### config.mk
export PLATFORM = sky130hd
export DESIGN_NAME = recursive_moving_average_q15_core
export DESIGN_NICKNAME = d
export VERILOG_FILES = /design/src/rtl/core/rma_q15_pkg.sv /design/src/rtl/core/recursive_moving_average_q15_core.sv
export SDC_FILE = /design/constraint.sdc
export NUM_CORES = 1
export LEC_CHECK = 0
export ABC_AREA = 1
export BUFFER_PORTS_ARGS = -buffer_cell sky130_fd_sc_hd__buf_4
export CAP_MARGIN = 0
export CORE_MARGIN = 4
export CORE_UTILIZATION = 30
export CTS_BUF_LIST = sky130_fd_sc_hd__clkbuf_8 sky130_fd_sc_hd__clkbuf_16
export DETAILED_ROUTE_END_ITERATION = 10
export PLACE_DENSITY = 0.43
export SYNTH_ARGS = -nofsm -noshare
export SYNTH_HDL_FRONTEND = slang
export SYNTH_SLANG_ARGS = --single-unit
### constraint.sdc
create_clock -name aclk -period 9.4 [get_ports aclk]
set_input_delay 1.41 -clock aclk [delete_from_list [all_inputs] [get_ports aclk]]
set_output_delay 1.41 -clock aclk [all_outputs]
set_load 0.05 [all_outputs]
### src/rtl/core/rma_q15_pkg.sv
// ----------------------------------------------------------------------------
// rma_q15_pkg
// Shared constants for the recursive moving-average Q1.15 filter: window
// length, derived widths and configuration register indexes.
// ----------------------------------------------------------------------------
package rma_q15_pkg;

    localparam int WINDOW    = 4;
    localparam int PTR_W     = (WINDOW > 1) ? $clog2(WINDOW) : 1;
    localparam int CNT_W     = $clog2(WINDOW + 1);
    localparam int SAMPLE_W  = 16;
    localparam int SUM_W     = SAMPLE_W + $clog2(WINDOW);
    localparam int GAIN_W    = 15;
    localparam int PROD_W    = SUM_W + GAIN_W + 1;
    localparam int FRAC_BITS = 15;
    localparam int Y_W       = PROD_W + 1 - FRAC_BITS;

    localparam int CFG_IDX_W  = 1;
    localparam int CFG_DATA_W = GAIN_W;

    localparam logic [GAIN_W-1:0] GAIN_RESET = GAIN_W'(8192);
    localparam logic [PROD_W:0]   BIAS_ROUND = (PROD_W + 1)'(1) << (FRAC_BITS - 1);

    localparam logic [CFG_IDX_W-1:0] REG_ROUND_MODE = CFG_IDX_W'(0);
    localparam logic [CFG_IDX_W-1:0] REG_GAIN       = CFG_IDX_W'(1);

endpackage

### src/rtl/core/recursive_moving_average_q15_core.sv
// ----------------------------------------------------------------------------
// recursive_moving_average_q15_core
// Moving-average filter over the last WINDOW signed Q1.15 samples, with a
// running sum, unsigned Q0.15 gain, optional rounding and 16-bit saturation.
// ----------------------------------------------------------------------------
// Usage:
//   Samples enter on s_valid/s_ready/s_sample; filtered items leave on
//   m_valid/m_ready/m_filtered. One item is taken per cycle when the output
//   side keeps up; each stage holds only while the stage after it is full.
//   The first WINDOW-1 samples fill the window and give no result; every
//   sample after that gives exactly one.
//   An accepted item passes stage 1, stage 2, stage 3 and the output register in turn.
//   Throughput: one item per cycle when the output side keeps up, set by the delay-line
//   memory, read for the leaving sample on acceptance, written as the item leaves stage 1.
//   cfg_we/cfg_index/cfg_wdata write round_mode (index 0) and gain (index 1); the user
//   must do so only while the block is idle, which the block itself does not enforce.
//   Reset (aresetn low at a clock edge) clears the window sum, fill count,
//   write pointer and all stage valids, and reloads round_mode = 1 and
//   gain = 8192. Memory entries not yet written read as zero via the fill
//   count, so no clearing pass is needed.
//   When m_ready is low the result holds on the port and the pipeline keeps
//   taking items until every stage is full.
// ----------------------------------------------------------------------------
module recursive_moving_average_q15_core
    import rma_q15_pkg::*;
(
    input  logic                        aclk,
    input  logic                        aresetn,

    input  logic                        s_valid,
    output logic                        s_ready,
    input  logic signed [SAMPLE_W-1:0]  s_sample,

    output logic                        m_valid,
    input  logic                        m_ready,
    output logic signed [SAMPLE_W-1:0]  m_filtered,

    input  logic                        cfg_we,
    input  logic [CFG_IDX_W-1:0]        cfg_index,
    input  logic [CFG_DATA_W-1:0]       cfg_wdata
);

    localparam logic signed [Y_W-1:0] Y_MAX = Y_W'(32767);
    localparam logic signed [Y_W-1:0] Y_MIN = -Y_W'(32768);

    logic                       round_mode_reg;
    logic [GAIN_W-1:0]          gain_reg;

    logic signed [SAMPLE_W-1:0] mem [WINDOW];
    logic signed [SAMPLE_W-1:0] rd_data_reg;

    logic [PTR_W-1:0]           wr_pos_reg;
    logic [PTR_W-1:0]           wr_pos_next;
    logic [CNT_W-1:0]           fill_count_reg;
    logic signed [SUM_W-1:0]    sum_reg;
    logic signed [SUM_W-1:0]    sum_next;

    logic                       s1_valid_reg;
    logic signed [SAMPLE_W-1:0] s1_sample_reg;
    logic [PTR_W-1:0]           s1_addr_reg;
    logic                       s1_old_ok_reg;
    logic                       s1_emit_reg;

    logic                       s2_valid_reg;
    logic signed [SUM_W-1:0]    s2_sum_reg;

    logic                       s3_valid_reg;
    logic signed [PROD_W-1:0]   s3_prod_reg;

    logic                       m_valid_reg;
    logic signed [SAMPLE_W-1:0] m_filtered_reg;

    logic                       en1, en2, en3, en4;
    logic                       accept;
    logic                       s1_leave;
    logic signed [SUM_W-1:0]    old_sample;
    logic signed [PROD_W:0]     biased;
    logic signed [Y_W-1:0]      shifted;
    logic signed [SAMPLE_W-1:0] sat_next;

    assign en4      = !m_valid_reg || m_ready;
    assign en3      = !s3_valid_reg || en4;
    assign en2      = !s2_valid_reg || en3;
    assign en1      = !s1_valid_reg || en2;
    assign s_ready  = en1;
    assign accept   = s_valid && en1;
    assign s1_leave = s1_valid_reg && en2;

    assign wr_pos_next = (wr_pos_reg == PTR_W'(WINDOW - 1)) ? '0 : wr_pos_reg + PTR_W'(1);

    assign old_sample = s1_old_ok_reg ? SUM_W'(rd_data_reg) : '0;
    assign sum_next   = sum_reg + SUM_W'(s1_sample_reg) - old_sample;

    assign biased  = {s3_prod_reg[PROD_W-1], s3_prod_reg}
                   + (round_mode_reg ? BIAS_ROUND : '0);
    assign shifted = biased[PROD_W:FRAC_BITS];

    always_comb begin
        if (shifted > Y_MAX) begin
            sat_next = SAMPLE_W'(Y_MAX);
        end else if (shifted < Y_MIN) begin
            sat_next = SAMPLE_W'(Y_MIN);
        end else begin
            sat_next = shifted[SAMPLE_W-1:0];
        end
    end

    always_ff @(posedge aclk) begin
        if (!aresetn) begin
            round_mode_reg <= 1'b1;
            gain_reg       <= GAIN_RESET;
        end else if (cfg_we) begin
            unique case (cfg_index)
                REG_ROUND_MODE: round_mode_reg <= cfg_wdata[0];
                REG_GAIN:       gain_reg       <= cfg_wdata[GAIN_W-1:0];
                default: ;
            endcase
        end
    end

    // delay line: read the leaving sample on accept, write the new one as it leaves stage 1
    always_ff @(posedge aclk) begin
        if (accept) begin
            rd_data_reg <= mem[wr_pos_reg];
        end
        if (s1_leave) begin
            mem[s1_addr_reg] <= s1_sample_reg;
        end
    end

    always_ff @(posedge aclk) begin
        if (!aresetn) begin
            wr_pos_reg     <= '0;
            fill_count_reg <= '0;
            sum_reg        <= '0;
            s1_valid_reg   <= 1'b0;
            s2_valid_reg   <= 1'b0;
            s3_valid_reg   <= 1'b0;
            m_valid_reg    <= 1'b0;
        end else begin
            if (accept) begin
                wr_pos_reg <= wr_pos_next;
                if (fill_count_reg != CNT_W'(WINDOW)) begin
                    fill_count_reg <= fill_count_reg + CNT_W'(1);
                end
            end
            if (en1) begin
                s1_valid_reg <= s_valid;
            end
            if (s1_leave) begin
                sum_reg <= sum_next;
            end
            if (en2) begin
                s2_valid_reg <= s1_valid_reg && s1_emit_reg;
            end
            if (en3) begin
                s3_valid_reg <= s2_valid_reg;
            end
            if (en4) begin
                m_valid_reg <= s3_valid_reg;
            end
        end
    end

    always_ff @(posedge aclk) begin
        if (accept) begin
            s1_sample_reg <= s_sample;
            s1_addr_reg   <= wr_pos_reg;
            s1_old_ok_reg <= (fill_count_reg == CNT_W'(WINDOW));
            s1_emit_reg   <= (fill_count_reg >= CNT_W'(WINDOW - 1));
        end
        if (en2) begin
            s2_sum_reg <= sum_next;
        end
        if (en3) begin
            s3_prod_reg <= s2_sum_reg * $signed({1'b0, gain_reg});
        end
        if (en4 && s3_valid_reg) begin
            m_filtered_reg <= sat_next;
        end
    end

    assign m_valid    = m_valid_reg;
    assign m_filtered = m_filtered_reg;

`ifndef NO_ASSERTIONS
    a_fill_bound: assert property (@(posedge aclk) disable iff (!aresetn)
        fill_count_reg <= CNT_W'(WINDOW))
        else $error("fill count beyond window");

    a_ptr_bound: assert property (@(posedge aclk) disable iff (!aresetn)
        wr_pos_reg <= PTR_W'(WINDOW - 1))
        else $error("write pointer beyond window");

    a_no_early_result: assert property (@(posedge aclk) disable iff (!aresetn)
        m_valid_reg |-> fill_count_reg == CNT_W'(WINDOW))
        else $error("result before window filled");

    a_emit_after_fill: assert property (@(posedge aclk) disable iff (!aresetn)
        (s1_valid_reg && s1_emit_reg) |-> fill_count_reg == CNT_W'(WINDOW))
        else $error("emit flag without full window");
`endif

endmodule

=== Word-level counts from Yosys, hierarchy flattened ===
Memories as Yosys holds them, arrays and structs flattened. A register that Yosys moved wholly into a read port is not among the register bits.
Cells that the tools add are included.
W data, S select, Z words.

* RAM bits: 64
* Logic and storage cells: 51
* Memories: 1
* Flip-flop bits (word level): 131
* Output and inout bits: 18
* Bits of input ports: 37

{| class="wikitable"
|+ Memory list
! name !! depth !! width !! rd ports !! clocked after memory_dff !! write ports !! line !! source
|-
| mem || 4 || 16 || 1 || 1 || 1 || recursive_moving_average_q15_core.sv:49 || <nowiki>logic signed [SAMPLE_W-1:0] mem [WINDOW];</nowiki>
|}

* Multiply operators: 1
* Bitwise logic cells: 1
* Magnitude comparators: 3
* Mux-type cells: 6
* Add/sub/neg operators: 5
* Equal/unequal tests: 3
* Reduce and logical (&&, ||, !) cells: 15

{| class="wikitable"
|+ Operators by type and width
! kind !! number
|-
| $add A34 B16 Y35 || 1
|-
| $mul A18 B16 Y34 || 1
|-
| $gt A20 B16 Y1 const B || 1
|-
| $lt A20 B16 Y1 const B || 1
|-
| $add A18 B16 Y18 || 1
|-
| $mux W18 || 1
|-
| $sub A18 B18 Y18 || 1
|-
| $mux W16 || 1
|-
| $mux W15 || 1
|-
| $reduce_and A2 Y1 || 3
|-
| $logic_and A1 B1 Y1 || 4
|-
| $logic_not A1 Y1 || 4
|-
| $logic_or A1 B1 Y1 || 4
|-
| $add A3 B1 Y3 const B || 1
|-
| $eq A3 B3 Y1 const B || 1
|-
| $ge A3 B2 Y1 const B || 1
|-
| $ne A3 B3 Y1 const B || 1
|-
| $add A2 B1 Y2 const B || 1
|-
| $eq A2 B2 Y1 const B || 1
|-
| $mux W1 || 2
|-
| $mux W2 || 1
|-
| $not A1 Y1 || 1
|}

=== Depth between registers and ports, before layout ===
* Depth after elaboration: 7
* Gate-level depth with buffers: 28
* Gate-level depth less buffers: 26

=== Worst setup path before layout ===
No wires, ideal clock.

* Path type: register to register
* From: reg gain_reg[2]
* To: reg s3_prod_reg[32], data pin
* Path slack: 3,674 ps
* Clock period less this slack: 5,726 ps
* Library setup time: 252 ps
* Stages on the path, launching flop included: 21
* Path buffers: 2
* Arrival: 5,474 ps
* Required time: 9,148 ps
* Cell sequence: dfxtp_1 clkbuf_1 buf_1 nand2_1 fa_1 fa_1 inv_1 fa_1 inv_1 fa_1 fa_1 fa_1 inv_1 ha_1 inv_1 nor3_1 nand2_1 nor2_1 nand2_1 nand3_1 nand2_1

* Word-level cells in the longest chain between the ends: 1

{| class="wikitable"
|+ Ends and longest elaborated chain
! what !! line !! source
|-
| start: declaration || recursive_moving_average_q15_core.sv:47 || <nowiki>logic [GAIN_W-1:0] gain_reg;</nowiki>
|-
| start signal: assignment || recursive_moving_average_q15_core.sv:115 || <nowiki>REG_GAIN: gain_reg <= cfg_wdata[GAIN_W-1:0];</nowiki>
|-
| $mul A18 B16 Y34 || recursive_moving_average_q15_core.sv:176 || <nowiki>s3_prod_reg <= s2_sum_reg * $signed({1'b0, gain_reg});</nowiki>
|-
| end signal: assignment || recursive_moving_average_q15_core.sv:176 ||
|-
| end: declaration || recursive_moving_average_q15_core.sv:68 || <nowiki>logic signed [PROD_W-1:0] s3_prod_reg;</nowiki>
|}

No other way between the ends.
A chain may end at the register's enable or synchronous reset.

=== Worst setup path in the final report ===
* From: reg gain_reg[1]
* To: reg s3_prod_reg[31], data pin

Same word-level chain as after synthesis.

==> impl_metrics.ini <==
[routing]
via_count = 14400
wire_per_inst_um = 15.2
route.detailed.drc = 0
final_antenna_net_count = 0
drt_wl_total_um = 49900
drtIter0Drc = 539
via_per_inst = 4.40
firstDrtPassIters = 5

[synthesis]
synth_edf_count = 154
syn_area_per_cell_um2 = 8.40
muxShareOfSynthArea_pct = 0
synth_seq_cells = 197
ys.flop_type = edfxtp_1
synth_top_area_share_pct = 28.7
yosys.area_share.simple_pct = 17.6
synth_xor_area_share_pct = 1.31
synthesis.nets = 2822
synthTopCellsByArea = fa_1 29%, edfxtp_1 23%, inv_1 12%, nand2_1 11%, ha_1 6.6%
synth-seq-area-share_pct = 27.3
syn_area_um2 = 20100
synth_fa_ha_area_share_pct = 35.3
synth_area_leader_cell = fa_1
synth_compound_area_share_pct = 4.90
synth_top_family_by_area = adder cells
ys_types = 41
yosysWarningCount = 0
async_reset_ff_share_pct = 0
netlist_instances = 2391

[job]
maxCapViolations = 0

[grt]
antenna_found_initial = 0
grtUsageTotal_pct = 14.9
grt_pass1_vias = 15900
grt_pass1_wl_um = 83500
grt_start_max_net_pins = 37
grt_overflow = 0

[timing]
timing.final.crit_share_pct = 68.5
rsz0062_at_grt = no
setup_viol = 0
tightestPinTransition_ns = 1.06
final_max_slew_viol_count = 0
fin_worst_skew_ns = 0.0238
max_slew_margin_pct = 29.5
period_minus_slack_ns = 6.44
clock.fmax_mhz = 155
finalHoldViolCount = 0
setup_tns_ns = 0

[die]
dieArea_um2 = 71100
core_area_um2 = 66100
die_y_um = 267
die_w_um = 267
start_util_pct = 30.4
row_count = 94
io-pin-count = 55

[cts]
clk_pin_slew_ns = 0.09
clockBufferDepth = 2
cts_resized = 0
post_cts_buffers = 0
cts_max_level = 4
cts_root_buffer = clkbuf_16
hold_buffers = 0
clock_latency_ns = 0.50
cts_tree = yes
numCtsBuffers = 17
cts_sinks = 197

[setup_path]
critPathKind = reg2reg
crit_path_end_kind = register
rr_startpoint = gain_reg[1]$_SDFFE_PN0P_
start_kind = register
worstPathMaxFanout = 18
reg2reg_slack_ns = 2.96
startpoint = gain_reg[1]$_SDFFE_PN0P_
critPathRequiredTime_ns = 9.64
crit_arrival_ns = 6.68

[placement]
place.gp.congestion = 0.813
dp.cells = 3245
post-dp-hpwl_um = 41300
portBuffers = 54

[status]
status = completed

[finish]
fillers = 6996
layout-drive-gt1-share_pct = 5.64
antenna_cells = 0
area_growth_pct = 9.55
largest_register_ffs = 64
fin_nets = 2831
stdcell_count = 3277

[min_path]
hold_start = s1_valid_reg$_SDFFE_PN0N_
hp-class = reg2reg
==> final timing paths <==
path | endpoint | cells after the start
max | s3_prod_reg[31]$_DFFE_PP_ | 19
min | s2_valid_reg$_SDFFE_PN0P_ | 2
max reg2reg | s3_prod_reg[31]$_DFFE_PP_ | 19
min reg2reg | s2_valid_reg$_SDFFE_PN0P_ | 2
==> metal layers <==
metal	vias up	track usage, %	share of wire [%]
met5	-	0	0
met4	0	3.75	1.7
met3	48	2.08	2.4
met2	172	27.7	52
met1	7090	18.2	44
li1	7095	-	-
==> placed cells by master (no fill, tap or decap), drive strengths merged, types with 2 or more instances in the layout <==
cell,n
inv,655
nand2,613
fa,288
nor2,157
edfxtp,154
ha,106
o21ai,88
a21oi,70
nand3,61
buf,59
dfxtp,43
xor2,21
clkbuf,17
o22ai,16
nand4,11
nor3,11
xnor2,9
clkinv,7
and2,5
o21bai,4
nor4,4
nand3b,3
or2,2
and3,2
a21o,2
a211oi,2
==> cells in the mapped netlist, drive strengths merged (3+ instances only) <==
library cell and instances:
nand3b 3, edfxtp 154, buf 12, nand2 613, clkbuf 57, a21oi 70, nor2 157, ha 106
fa 288, xnor2 9, dfxtp 43, nor4 4, o21bai 4, o21ai 88, xor2 21, and2 5
o22ai 16, nand4 11, nand3 61, inv 646, nor3 11
==> layout make-up <==
class / instances / area, µm² / share of cell area, %
Multi-Input combinational cell: 1478 / 11900 / 54.2
Sequential cell: 197 / 5490 / 24.9
Inverter: 647 / 2430 / 11.0
Tap cell: 864 / 1080 / 4.91
Timing Repair Buffer: 59 / 443 / 2.01
Clock buffer: 17 / 425 / 1.93
Clock inverter: 15 / 210 / 0.956
==> critical path, cell delays in order, from the launching register on <==
cell and delay, ns:
dfxtp_1 0.84, nand2_1 0.28, fa_1 0.78, fa_1 0.54, inv_1 0.29, fa_1 0.50, fa_1 0.51, fa_1 0.49
inv_1 0.05, fa_1 0.47, inv_1 0.04, ha_1 0.35, a21oi_1 0.23, o21ai_0 0.20, nand2_1 0.10, nand2_1 0.05
a21oi_1 0.26, nand2_1 0.10, nand2_1 0.06, nand2_1 0.05
==> cells by family after synthesis <==
group,count (synthesis)
AOI/OAI and AO/OA,185
xor gates and xnor gates,30
adders and majority gates,394
buffers and inverters,716
DFF,197
and+or+nand+nor,869
==> stage by stage <==
step                util [%]  hold slack (ns)  cell area (µm²)  worst slack, ns
floorplan                  -            0.435            20100             3.67
global placement        32.3            0.457            21400             2.96
detailed placement      32.3            0.471            21400             2.89
CTS                     33.3            0.488            22000             2.88
global route            33.3            0.520            22000             2.59
finish                  33.3            0.482            22000             2.96
Power is left out: the tool's default activity adds up to more than one toggle a clock period on the data nets, which glitch-free logic cannot reach.
